## config.mk

```make
export PLATFORM = sky130hd
export DESIGN_NAME = motor_selftest_sequencer_flat
export DESIGN_NICKNAME = d
export VERILOG_FILES = /design/src/rtl/mss_pkg.sv /design/src/rtl/mss_if.sv /design/src/rtl/motor_selftest_sequencer.sv /design/src/flat_wrapper.sv
export SDC_FILE = /design/constraint.sdc
export NUM_CORES = 1
export LEC_CHECK = 0
export ABC_CLOCK_PERIOD_IN_PS = 5000
export BUFFER_PORTS_ARGS = -buffer_cell sky130_fd_sc_hd__buf_2
export CAP_MARGIN = 25
export CORE_ASPECT_RATIO = 0.8
export CORE_MARGIN = 2
export CORE_UTILIZATION = 54
export CTS_CLUSTER_DIAMETER = 100
export CTS_CLUSTER_SIZE = 16
export DETAILED_ROUTE_END_ITERATION = 6
export PLACE_DENSITY = 0.87
export SKIP_LAST_GASP = 1
export SLEW_MARGIN = 20
export SYNTH_ARGS = -nofsm -noshare
export SYNTH_HDL_FRONTEND = slang
export SYNTH_SLANG_ARGS = --single-unit
```

## constraint.sdc

```tcl
create_clock -name clk -period 5 [get_ports clk]
set_input_delay 0 -clock clk [delete_from_list [all_inputs] [get_ports clk]]
set_output_delay 0 -clock clk [all_outputs]
set_load 0.02 [all_outputs]
```

## src/rtl/mss_pkg.sv

```systemverilog
`timescale 1ns / 1ps

package mss_pkg;

  typedef logic [31:0] ms_t;
  typedef logic [1:0]  req_t;
  typedef logic [1:0]  kind_t;
  typedef logic [2:0]  tstate_t;
  typedef logic [1:0]  pstat_t;
  typedef logic [15:0] tmo_t;

  // event codes on req_type
  localparam req_t REQ_UPDATE = 2'd0;
  localparam req_t REQ_RESULT = 2'd1;
  localparam req_t REQ_CANCEL = 2'd2;
  localparam req_t REQ_START  = 2'd3;

  // command kinds
  localparam kind_t CMD_ENABLE = 2'd0;
  localparam kind_t CMD_ORIGIN = 2'd1;
  localparam kind_t CMD_PATH   = 2'd2;

  // path status codes
  localparam pstat_t PST_RUNNING = 2'd0;
  localparam pstat_t PST_DONE    = 2'd1;
  localparam pstat_t PST_FAILED  = 2'd2;
  localparam pstat_t PST_ABORTED = 2'd3;

  // register map, index = paddr[3:2]
  localparam int          ADDR_W       = 4;
  localparam logic [1:0]  REG_ENABLE   = 2'd0;
  localparam logic [1:0]  REG_SETUP    = 2'd1;
  localparam logic [1:0]  REG_SEGMENT  = 2'd2;
  localparam logic [1:0]  REG_REPEAT   = 2'd3;

  localparam tmo_t SETUP_TMO_RST   = 16'd5000;
  localparam tmo_t SEGMENT_TMO_RST = 16'd10000;
  localparam tmo_t REPEAT_DLY_RST  = 16'd500;

endpackage

```

## src/rtl/mss_if.sv

```systemverilog
`timescale 1ns / 1ps

interface mss_in_if;
  logic               valid;
  logic               ready;
  mss_pkg::req_t      req_type;
  mss_pkg::ms_t       now_ms;
  logic               cmd_accepted;
  logic               motor_fault;
  logic               motor_ok;
  logic               motor_pending;
  logic               enable_asked;
  logic               enabled_flag;
  mss_pkg::ms_t       flag_stamp;
  mss_pkg::ms_t       pos_stamp;
  logic               zero_confirmed;
  mss_pkg::pstat_t    path_status;

  modport source (output valid, req_type, now_ms, cmd_accepted, motor_fault, motor_ok,
                  motor_pending, enable_asked, enabled_flag, flag_stamp, pos_stamp,
                  zero_confirmed, path_status, input ready);
  modport sink (input valid, req_type, now_ms, cmd_accepted, motor_fault, motor_ok,
                motor_pending, enable_asked, enabled_flag, flag_stamp, pos_stamp,
                zero_confirmed, path_status, output ready);
endinterface

interface mss_out_if;
  logic               valid;
  logic               ready;
  logic               cmd_valid;
  mss_pkg::kind_t     cmd_kind;
  mss_pkg::tstate_t   test_state;
  mss_pkg::ms_t       rounds_done;

  modport source (output valid, cmd_valid, cmd_kind, test_state, rounds_done, input ready);
  modport sink (input valid, cmd_valid, cmd_kind, test_state, rounds_done, output ready);
endinterface

```

## src/rtl/motor_selftest_sequencer.sv

```systemverilog
`timescale 1ns / 1ps

// Channel   Dir  Handshake            Word
// in_ch     in   valid/ready          event: type, now_ms, motor status bits, timestamps
// out_ch    out  valid/ready          cmd_valid, cmd_kind, test_state, rounds_done
// cfg (APB) in   psel/penable/pready  4 registers (1/16/16/16 bits) at 0x0, 0x4, 0x8, 0xC
//
// One word in per cycle unless a stalled out_ch backs up the input register, one result
// word per input word (input register, then step logic into the result register and sequencer state).
// Rate is set by the input/result register pair; the step logic is one 32-bit
// subtract and compare per check.
// rst_n is synchronous, active low: state idles in disabled, registers take defaults.
// A stalled out_ch holds the result; the input register still takes a word if empty.

module motor_selftest_sequencer (
  input  logic                     clk,
  input  logic                     rst_n,
  mss_in_if.sink                   in_ch,
  mss_out_if.source                out_ch,
  input  logic                     psel,
  input  logic                     penable,
  input  logic                     pwrite,
  input  logic [mss_pkg::ADDR_W-1:0] paddr,
  input  logic [31:0]              pwdata,
  output logic [31:0]              prdata,
  output logic                     pready
);

  typedef enum logic [2:0] {
    ST_DISABLED = 3'd0,
    ST_WAIT     = 3'd1,
    ST_ENABLE   = 3'd2,
    ST_ZERO     = 3'd3,
    ST_PATH     = 3'd4,
    ST_PAUSE    = 3'd5,
    ST_STOPPED  = 3'd6,
    ST_FAILED   = 3'd7
  } step_t;

  // ---------------- configuration registers ----------------
  logic               st_en_r;
  mss_pkg::tmo_t      setup_tmo_r;
  mss_pkg::tmo_t      seg_tmo_r;
  mss_pkg::tmo_t      rpt_dly_r;
  logic               cfg_wr;
  logic [1:0]         cfg_idx;

  assign pready  = 1'b1;
  assign cfg_idx = paddr[3:2];
  assign cfg_wr  = psel && penable && pwrite && pready;

  always_ff @(posedge clk) begin
    if (!rst_n) begin
      st_en_r     <= 1'b0;
      setup_tmo_r <= mss_pkg::SETUP_TMO_RST;
      seg_tmo_r   <= mss_pkg::SEGMENT_TMO_RST;
      rpt_dly_r   <= mss_pkg::REPEAT_DLY_RST;
    end else if (cfg_wr) begin
      case (cfg_idx)
        mss_pkg::REG_ENABLE:  st_en_r     <= pwdata[0];
        mss_pkg::REG_SETUP:   setup_tmo_r <= pwdata[15:0];
        mss_pkg::REG_SEGMENT: seg_tmo_r   <= pwdata[15:0];
        mss_pkg::REG_REPEAT:  rpt_dly_r   <= pwdata[15:0];
        default: ;
      endcase
    end
  end

  always_comb begin
    case (cfg_idx)
      mss_pkg::REG_ENABLE:  prdata = {31'd0, st_en_r};
      mss_pkg::REG_SETUP:   prdata = {16'd0, setup_tmo_r};
      mss_pkg::REG_SEGMENT: prdata = {16'd0, seg_tmo_r};
      mss_pkg::REG_REPEAT:  prdata = {16'd0, rpt_dly_r};
      default:              prdata = 32'd0;
    endcase
  end

  // ---------------- input register ----------------
  logic               s1_vld_r;
  mss_pkg::req_t      req_r;
  mss_pkg::ms_t       now_r;
  logic               acc_bit_r;
  logic               fault_r;
  logic               healthy_r;
  logic               pending_r;
  logic               en_req_r;
  logic               en_flag_r;
  mss_pkg::ms_t       flag_stamp_r;
  mss_pkg::ms_t       pos_stamp_r;
  logic               zero_ok_r;
  mss_pkg::pstat_t    pstat_r;

  logic               out_vld_r;
  logic               advance;   // result register free this cycle
  logic               s1_fire;   // word in input register is processed
  logic               in_fire;

  assign advance     = !out_vld_r || out_ch.ready;
  assign s1_fire     = s1_vld_r && advance;
  assign in_ch.ready = !s1_vld_r || advance;
  assign in_fire     = in_ch.valid && in_ch.ready;

  always_ff @(posedge clk) begin
    if (!rst_n) begin
      s1_vld_r <= 1'b0;
    end else if (in_ch.ready) begin
      s1_vld_r <= in_ch.valid;
    end
    if (in_fire) begin
      req_r        <= in_ch.req_type;
      now_r        <= in_ch.now_ms;
      acc_bit_r    <= in_ch.cmd_accepted;
      fault_r      <= in_ch.motor_fault;
      healthy_r    <= in_ch.motor_ok;
      pending_r    <= in_ch.motor_pending;
      en_req_r     <= in_ch.enable_asked;
      en_flag_r    <= in_ch.enabled_flag;
      flag_stamp_r <= in_ch.flag_stamp;
      pos_stamp_r  <= in_ch.pos_stamp;
      zero_ok_r    <= in_ch.zero_confirmed;
      pstat_r      <= in_ch.path_status;
    end
  end

  // ---------------- sequencer state ----------------
  step_t              step_r, step_nxt;
  mss_pkg::ms_t       since_r, since_nxt;
  logic               disp_r, disp_nxt;
  mss_pkg::ms_t       acc_at_r, acc_at_nxt;
  mss_pkg::ms_t       rounds_r, rounds_nxt;
  logic               cmd_v_r, cmd_v_nxt;
  mss_pkg::kind_t     kind_r, kind_nxt;

  // elapsed time in this step, wrapping
  mss_pkg::ms_t       elapsed;
  logic [17:0]        limit;     // 2*segment + setup in path, else setup
  logic               timed_out;
  logic               pause_done;
  logic               terminal;
  mss_pkg::ms_t       fl_diff;
  mss_pkg::ms_t       pos_diff;
  logic               fl_fresh;  // flags read back strictly after command accept
  logic               pos_fresh;

  assign elapsed    = now_r - since_r;
  assign limit      = (step_r == ST_PATH) ? ({1'b0, seg_tmo_r, 1'b0} + {2'd0, setup_tmo_r})
                                          : {2'd0, setup_tmo_r};
  assign timed_out  = elapsed >= {14'd0, limit};
  assign pause_done = elapsed >= {16'd0, rpt_dly_r};
  assign terminal   = (step_r == ST_DISABLED) || (step_r == ST_STOPPED) ||
                      (step_r == ST_FAILED);
  assign fl_diff    = flag_stamp_r - acc_at_r;
  assign pos_diff   = pos_stamp_r - acc_at_r;
  assign fl_fresh   = (fl_diff != 32'd0) && !fl_diff[31];
  assign pos_fresh  = (pos_diff != 32'd0) && !pos_diff[31];

  always_comb begin
    step_nxt   = step_r;
    since_nxt  = since_r;
    disp_nxt   = disp_r;
    acc_at_nxt = acc_at_r;
    rounds_nxt = rounds_r;
    cmd_v_nxt  = 1'b0;
    kind_nxt   = mss_pkg::CMD_ENABLE;
    case (req_r)
      mss_pkg::REQ_START: begin
        step_nxt   = st_en_r ? ST_WAIT : ST_DISABLED;
        since_nxt  = now_r;
        disp_nxt   = 1'b0;
        acc_at_nxt = 32'd0;
        rounds_nxt = 32'd0;
      end
      mss_pkg::REQ_CANCEL: begin
        if (step_r != ST_DISABLED && step_r != ST_FAILED) begin
          step_nxt = ST_STOPPED;
        end
      end
      mss_pkg::REQ_RESULT: begin
        if (!terminal) begin
          if (!acc_bit_r) begin
            step_nxt = ST_FAILED;
          end else begin
            disp_nxt   = 1'b1;
            acc_at_nxt = now_r;
            since_nxt  = now_r;
          end
        end
      end
      default: begin
        // update: fault, timeout, health, then the step itself
        if (!terminal) begin
          if (fault_r || timed_out) begin
            step_nxt = ST_FAILED;
          end else if (step_r != ST_WAIT && step_r != ST_ZERO && !healthy_r) begin
            step_nxt = ST_FAILED;
          end else begin
            case (step_r)
              ST_WAIT: begin
                if (healthy_r) begin
                  step_nxt  = ST_ENABLE;
                  since_nxt = now_r;
                  disp_nxt  = 1'b0;
                end
              end
              ST_ENABLE: begin
                if (!disp_r) begin
                  cmd_v_nxt = 1'b1;
                  kind_nxt  = mss_pkg::CMD_ENABLE;
                end else if (!pending_r && en_req_r && en_flag_r && fl_fresh) begin
                  step_nxt  = ST_ZERO;
                  since_nxt = now_r;
                  disp_nxt  = 1'b0;
                end
              end
              ST_ZERO: begin
                if (!disp_r) begin
                  cmd_v_nxt = 1'b1;
                  kind_nxt  = mss_pkg::CMD_ORIGIN;
                end else if (healthy_r && !pending_r && zero_ok_r && en_req_r &&
                             en_flag_r && pos_fresh && fl_fresh) begin
                  step_nxt  = ST_PATH;
                  since_nxt = now_r;
                  disp_nxt  = 1'b0;
                end
              end
              ST_PATH: begin
                if (!disp_r) begin
                  cmd_v_nxt = 1'b1;
                  kind_nxt  = mss_pkg::CMD_PATH;
                end else if (pstat_r == mss_pkg::PST_FAILED ||
                             pstat_r == mss_pkg::PST_ABORTED) begin
                  step_nxt = ST_FAILED;
                end else if (pstat_r == mss_pkg::PST_DONE) begin
                  rounds_nxt = rounds_r + 32'd1;
                  step_nxt   = ST_PAUSE;
                  since_nxt  = now_r;
                  disp_nxt   = 1'b0;
                end
              end
              ST_PAUSE: begin
                if (pause_done) begin
                  step_nxt  = ST_PATH;
                  since_nxt = now_r;
                  disp_nxt  = 1'b0;
                end
              end
              default: ;
            endcase
          end
        end
      end
    endcase
  end

  // state and result register together
  always_ff @(posedge clk) begin
    if (!rst_n) begin
      step_r    <= ST_DISABLED;
      since_r   <= 32'd0;
      disp_r    <= 1'b0;
      acc_at_r  <= 32'd0;
      rounds_r  <= 32'd0;
      out_vld_r <= 1'b0;
      cmd_v_r   <= 1'b0;
      kind_r    <= mss_pkg::CMD_ENABLE;
    end else if (s1_fire) begin
      step_r    <= step_nxt;
      since_r   <= since_nxt;
      disp_r    <= disp_nxt;
      acc_at_r  <= acc_at_nxt;
      rounds_r  <= rounds_nxt;
      out_vld_r <= 1'b1;
      cmd_v_r   <= cmd_v_nxt;
      kind_r    <= kind_nxt;
    end else if (out_ch.ready) begin
      out_vld_r <= 1'b0;
    end
  end

  assign out_ch.valid       = out_vld_r;
  assign out_ch.cmd_valid   = cmd_v_r;
  assign out_ch.cmd_kind    = kind_r;
  assign out_ch.test_state  = step_r;
  assign out_ch.rounds_done = rounds_r;

  // ---------------- assertions ----------------
  a_cmd_only_active: assert property (@(posedge clk) disable iff (!rst_n)
    cmd_v_r |-> (step_r == ST_ENABLE || step_r == ST_ZERO || step_r == ST_PATH))
    else $error("command requested outside enable/zero/path");

  a_kind_zero_idle: assert property (@(posedge clk) disable iff (!rst_n)
    !cmd_v_r |-> kind_r == mss_pkg::CMD_ENABLE)
    else $error("cmd_kind nonzero without cmd_valid");

  a_rounds_only_on_step: assert property (@(posedge clk) disable iff (!rst_n)
    !s1_fire |=> $stable(rounds_r) && $stable(step_r))
    else $error("sequencer state moved without a processed word");

  a_failed_sticky: assert property (@(posedge clk) disable iff (!rst_n)
    (s1_fire && step_r == ST_FAILED && req_r != mss_pkg::REQ_START) |=> step_r == ST_FAILED)
    else $error("failed state left without start");

  a_stall_only_full: assert property (@(posedge clk) disable iff (!rst_n)
    !in_ch.ready |-> (s1_vld_r && out_vld_r && !out_ch.ready))
    else $error("input stalled with room in the pipeline");

endmodule

```

## src/flat_wrapper.sv

```systemverilog
// flat-port wrapper written by rule: the top's interface ports become plain ports
module motor_selftest_sequencer_flat 
  (clk, rst_n, psel, penable, pwrite, paddr, pwdata, prdata, pready, in_ch_valid, in_ch_req_type, in_ch_now_ms, in_ch_cmd_accepted, in_ch_motor_fault, in_ch_motor_ok, in_ch_motor_pending, in_ch_enable_asked, in_ch_enabled_flag, in_ch_flag_stamp, in_ch_pos_stamp, in_ch_zero_confirmed, in_ch_path_status, in_ch_ready, out_ch_valid, out_ch_cmd_valid, out_ch_cmd_kind, out_ch_test_state, out_ch_rounds_done, out_ch_ready);
  mss_in_if in_ch_i ();
  mss_out_if out_ch_i ();
  input  logic clk;
  input  logic rst_n;
  input  logic psel;
  input  logic penable;
  input  logic pwrite;
  input  logic [mss_pkg::ADDR_W-1:0] paddr;
  input  logic [31:0] pwdata;
  output logic [31:0] prdata;
  output logic pready;
  input wire logic [$bits(in_ch_i.valid)-1:0] in_ch_valid;
  input wire logic [$bits(in_ch_i.req_type)-1:0] in_ch_req_type;
  input wire logic [$bits(in_ch_i.now_ms)-1:0] in_ch_now_ms;
  input wire logic [$bits(in_ch_i.cmd_accepted)-1:0] in_ch_cmd_accepted;
  input wire logic [$bits(in_ch_i.motor_fault)-1:0] in_ch_motor_fault;
  input wire logic [$bits(in_ch_i.motor_ok)-1:0] in_ch_motor_ok;
  input wire logic [$bits(in_ch_i.motor_pending)-1:0] in_ch_motor_pending;
  input wire logic [$bits(in_ch_i.enable_asked)-1:0] in_ch_enable_asked;
  input wire logic [$bits(in_ch_i.enabled_flag)-1:0] in_ch_enabled_flag;
  input wire logic [$bits(in_ch_i.flag_stamp)-1:0] in_ch_flag_stamp;
  input wire logic [$bits(in_ch_i.pos_stamp)-1:0] in_ch_pos_stamp;
  input wire logic [$bits(in_ch_i.zero_confirmed)-1:0] in_ch_zero_confirmed;
  input wire logic [$bits(in_ch_i.path_status)-1:0] in_ch_path_status;
  output wire logic [$bits(in_ch_i.ready)-1:0] in_ch_ready;
  output wire logic [$bits(out_ch_i.valid)-1:0] out_ch_valid;
  output wire logic [$bits(out_ch_i.cmd_valid)-1:0] out_ch_cmd_valid;
  output wire logic [$bits(out_ch_i.cmd_kind)-1:0] out_ch_cmd_kind;
  output wire logic [$bits(out_ch_i.test_state)-1:0] out_ch_test_state;
  output wire logic [$bits(out_ch_i.rounds_done)-1:0] out_ch_rounds_done;
  input wire logic [$bits(out_ch_i.ready)-1:0] out_ch_ready;
  assign in_ch_i.valid = in_ch_valid;
  assign in_ch_i.req_type = in_ch_req_type;
  assign in_ch_i.now_ms = in_ch_now_ms;
  assign in_ch_i.cmd_accepted = in_ch_cmd_accepted;
  assign in_ch_i.motor_fault = in_ch_motor_fault;
  assign in_ch_i.motor_ok = in_ch_motor_ok;
  assign in_ch_i.motor_pending = in_ch_motor_pending;
  assign in_ch_i.enable_asked = in_ch_enable_asked;
  assign in_ch_i.enabled_flag = in_ch_enabled_flag;
  assign in_ch_i.flag_stamp = in_ch_flag_stamp;
  assign in_ch_i.pos_stamp = in_ch_pos_stamp;
  assign in_ch_i.zero_confirmed = in_ch_zero_confirmed;
  assign in_ch_i.path_status = in_ch_path_status;
  assign in_ch_ready = in_ch_i.ready;
  assign out_ch_valid = out_ch_i.valid;
  assign out_ch_cmd_valid = out_ch_i.cmd_valid;
  assign out_ch_cmd_kind = out_ch_i.cmd_kind;
  assign out_ch_test_state = out_ch_i.test_state;
  assign out_ch_rounds_done = out_ch_i.rounds_done;
  assign out_ch_i.ready = out_ch_ready;
  motor_selftest_sequencer u_core (.clk(clk), .rst_n(rst_n), .in_ch(in_ch_i), .out_ch(out_ch_i), .psel(psel), .penable(penable), .pwrite(pwrite), .paddr(paddr), .pwdata(pwdata), .prdata(prdata), .pready(pready));
endmodule
```

==> summary.txt <==
Timing
  – TNS Setup: -35.92 ns
  – RSZ-0062 raised after global routing: true
  – Relative slew slack: 0.340
  – Fin Hold WS: 0.0512 ns
  – Worst Slack Setup Final: -0.687 ns
  – Finish-stage setup viols: 70
  – Skew final: 0.0289 ns
  – Number of hold violations in the final report: 0
  – Final Cycle Share: 1.14
  – Max frequency: 176 MHz
  – Crit path time final: 5.69 ns
  – Worst slew pin tran: 0.988 ns
  – Slew Viols, Final: 0

Setup path
  – Worst setup EP type: register
  – Reg2Reg Capture Point: u_core.out_ch.rounds_done[25]$_SDFFE_PN0P_
  – Worst r2r src: u_core.seg_tmo_r[0]$_SDFFE_PN0P_
  – Critical-path top delay cell: dfxtp_2
  – CP startpoint kind: register
  – CP Max Fanout: 5
  – Critical Path RT: 5.36 ns
  – CP peak stage delay: 0.36 ns
  – Reg2reg path depth: 31
  – Worst Path Arrival: 6.05 ns
  – R2r setup slk: -0.69 ns
  – Crit Path Class: reg -> reg

Layout
  – Ant. Diodes: 0
  – Nets@finish: 2782
  – Commonest cells after routing, fill and taps aside: nand2_1, buf_2, a21oi_1, dfxtp_1, ha_1
  – Share of cells above drive strength 1: 0.172
  – Filler cells: 2506
  – Post-Layout Cell Count: 2919
  – Area Overhead vs Synth: 23.9%
  – Commonest non-fill, non-tap cell in the layout: nand2_1

Synth
  – Synth Area in XOR/XNOR: 0.0350
  – Post-synthesis mux area share: 0.0368
  – Post-synthesis compound-gate area fraction: 0.214
  – Post-synth design cell area: 18000 um^2
  – Simple logic cell fraction of the synthesized area: 0.203
  – Async SR Flop Fraction: 0
  – EDFF count, synth: 107
  – Cell variety after synth: 84
  – Top_reg_cell synth: dfxtp_1
  – Sequential fraction of the synthesis area: 0.350
  – Largest family of logic cells by synthesized area: compound AO/OA/AOI/OAI gates
  – Syn Area/Cell: 8.53 um^2
  – Adder-Cell Fraction of Synth Area: 0.107
  – Flops & latches, synth: 261
  – Syn. warnings: 0
  – Synth Instances: 2111

Floorplan
  – Ports: 223
  – Initial Utilization: 0.551
  – Placement Rows: 59
  – Die footprint: 34800 um^2
  – Die X: 208 um
  – Die Y-Extent: 167 um
  – Core area: 32700 um^2

Place
  – Placer Congestion: 0.957
  – Dpl hpwl: 39.4 mm
  – PortBufs: 187
  – Dpl cells: 2715

Power
  – Leakage power: 0.00871 uW
  – Power consumption: 5000 uW
  – Pwr Density: 224 nW/um^2
  – Worst vdd ir: 0.244 mV

Clock network
  – Clk pin slew, worst setup/hold paths: 0.07 ns
  – TritonCTS clock tree: done
  – CTS Buf Count: 20
  – Clk_lat worst skew: 0.55 ns
  – Clock buffer depth: 3
  – Clock sink count: 261
  – CTS H-tree lvls: 1
  – CTS Root Cell: clkbuf_16

Routing
  – Detail Route Antenna Nets: 0
  – Drt drc: 0
  – Routed vias: 17.6k
  – WL final: 55.3 mm
  – Vias per cell: 6.03
  – Drt first-iter violations: 1889
  – 1st-pass router iterations: 7
  – Wire length per cell: 19.0 um

Hold path
  – Hold Crit Start: penable
  – HP Class: in -> reg
  – WHS Path Cells: 5
  – Hold Path End: u_core.st_en_r$_SDFFE_PN0P_

Global routing
  – Aggregate global-route resource usage: 0.302
  – First-pass GRT wire length: 85.8 mm
  – Antenna violations before repair: 0
  – Largest net degree at the start of global routing: 101
  – Grt ovf: 0
  – Number of global-route vias before repair: 16.5k

Run status
  – Failing checks: setup timing
  – Status: finished, violations left

Run
  – Max cap viols: 0
## Yosys cell counts, types with 14 or more instances
cell type	instances	area [um^2]
nor2b_1	52	325
a21boi_0	43	323
o21ai_0	87	435
clkbuf_1	77	289
nand4_1	33	206
and2_1	14	87.6
a21o_1	40	300
nand2b_1	18	113
inv_1	128	480
nor2_1	122	458
nor4_1	15	93.8
a22o_1	16	140
a21oi_1	160	801
or3_1	23	144
xor2_1	32	280
mux2_2	15	169
a31oi_1	14	87.6
nand2_1	295	1110
nor3_1	42	210
buf_4	17	128
o21a_1	18	135
nand3_1	71	355
o211ai_1	25	188
and3_1	23	144
mux2i_1	47	470
edfxtp_1	107	3210
a22oi_1	32	240
a211oi_1	21	158
dfxtp_1	154	3080
xnor2_1	40	350
ha_1	147	1840
## cell families after synthesis
logic type               Yosys count
adder cells (fa/ha/maj)          151
AND/OR/NAND/NOR                  756
AO/OA/AOI/OAI                    570
XOR/XNOR                          72
multiplexers                      63
flip-flops                       261
other                              2
buffers and inverters            236
## cell type report
cell class | instances | area (um^2) | share of cell area
Sequential cell | 261 | 6300 | 0.282
Clock buffer | 31 | 542 | 0.0243
Tap cell | 427 | 534 | 0.0240
Multi-Input combinational cell | 1629 | 11100 | 0.499
Clock inverter | 2 | 32.5 | 0.00146
Inverter | 128 | 480 | 0.0215
Timing Repair Buffer | 441 | 3290 | 0.148
## repair_timing
item                                    4_1_cts  5_1_grt
hold buffers                                135        0
hold endpoints to repair                    159        0
setup buffers                                28        8
pin swaps                                    45       47
gates resized for setup                      57       28
cloned                                        3        1
endpoints found under the setup margin       71       71
## stage by stage
| stage | cell area, um^2 | worst slack [ns] | utilization |
|---|---|---|---|
| 6_report | 22300 | -0.687 | 0.682 |
| 5_1_grt | 22300 | -1.04 | 0.682 |
| 4_1_cts | 22100 | -0.546 | 0.677 |
| 3_5_place_dp | 19700 | -0.711 | 0.602 |
| 3_3_place_gp | 19700 | -0.390 | 0.602 |
| 2_1_floorplan | 18100 | 0.0168 | - |
## report_power, final
part	switching (uW)	internal [uW]
clock network	796	755
logic	634	478
registers	48.3	2290
## sequential cells by signal, indices dropped and copies added, names as in the netlist, 2 cells and up
| signal | flops |
|---|---|
| u_core.acc_at_r | 32 |
| u_core.flag_stamp_r | 32 |
| u_core.now_r | 32 |
| u_core.out_ch.cmd_kind | 2 |
| u_core.out_ch.rounds_done | 32 |
| u_core.out_ch.test_state | 3 |
| u_core.pos_stamp_r | 32 |
| u_core.pstat_r | 2 |
| u_core.req_r | 2 |
| u_core.rpt_dly_r | 16 |
| u_core.seg_tmo_r | 16 |
| u_core.setup_tmo_r | 16 |
| u_core.since_r | 32 |
## worst max-delay path, delay by kind of cell (launching register included)
kind | cells | cell delay [ns]
AO/OA/AOI/OAI | 17 | 2.68
AND/OR/NAND/NOR | 6 | 1.18
adder cells (fa/ha/maj) | 3 | 0.66
buffers and inverters | 5 | 0.62
flip-flops | 1 | 0.36
## layer usage
metal	global-route usage	wire length, um	up-vias
li1	-	-	8399
met1	0.423	24300	8296
met2	0.493	25200	806
met3	0.0435	4490	110
met4	0.0760	1360	0
met5	0	0	-
## worst max path at each step
stage / startpoint / end / slack [ns] / cells after the start
final: u_core.seg_tmo_r[0]$_SDFFE_PN0P_ / u_core.out_ch.rounds_done[25]$_SDFFE_PN0P_ / -0.69 / 31
after global routing: u_core.seg_tmo_r[1]$_SDFFE_PN0P_ / u_core.out_ch.rounds_done[25]$_SDFFE_PN0P_ / -1.04 / 30
after CTS: u_core.setup_tmo_r[1]$_SDFFE_PN0P_ / u_core.out_ch.rounds_done[25]$_SDFFE_PN0P_ / -0.55 / 31
after detailed placement: u_core.seg_tmo_r[0]$_SDFFE_PN0P_ / u_core.out_ch.rounds_done[25]$_SDFFE_PN0P_ / -0.71 / 30
after global placement: u_core.seg_tmo_r[0]$_SDFFE_PN0P_ / u_core.out_ch.rounds_done[25]$_SDFFE_PN0P_ / -0.39 / 30
after floorplan: u_core.setup_tmo_r[2]$_SDFFE_PN0P_ / u_core.out_ch.rounds_done[24]$_SDFFE_PN0P_ / 0.02 / 27
Power figures use the tool's default switching activity.
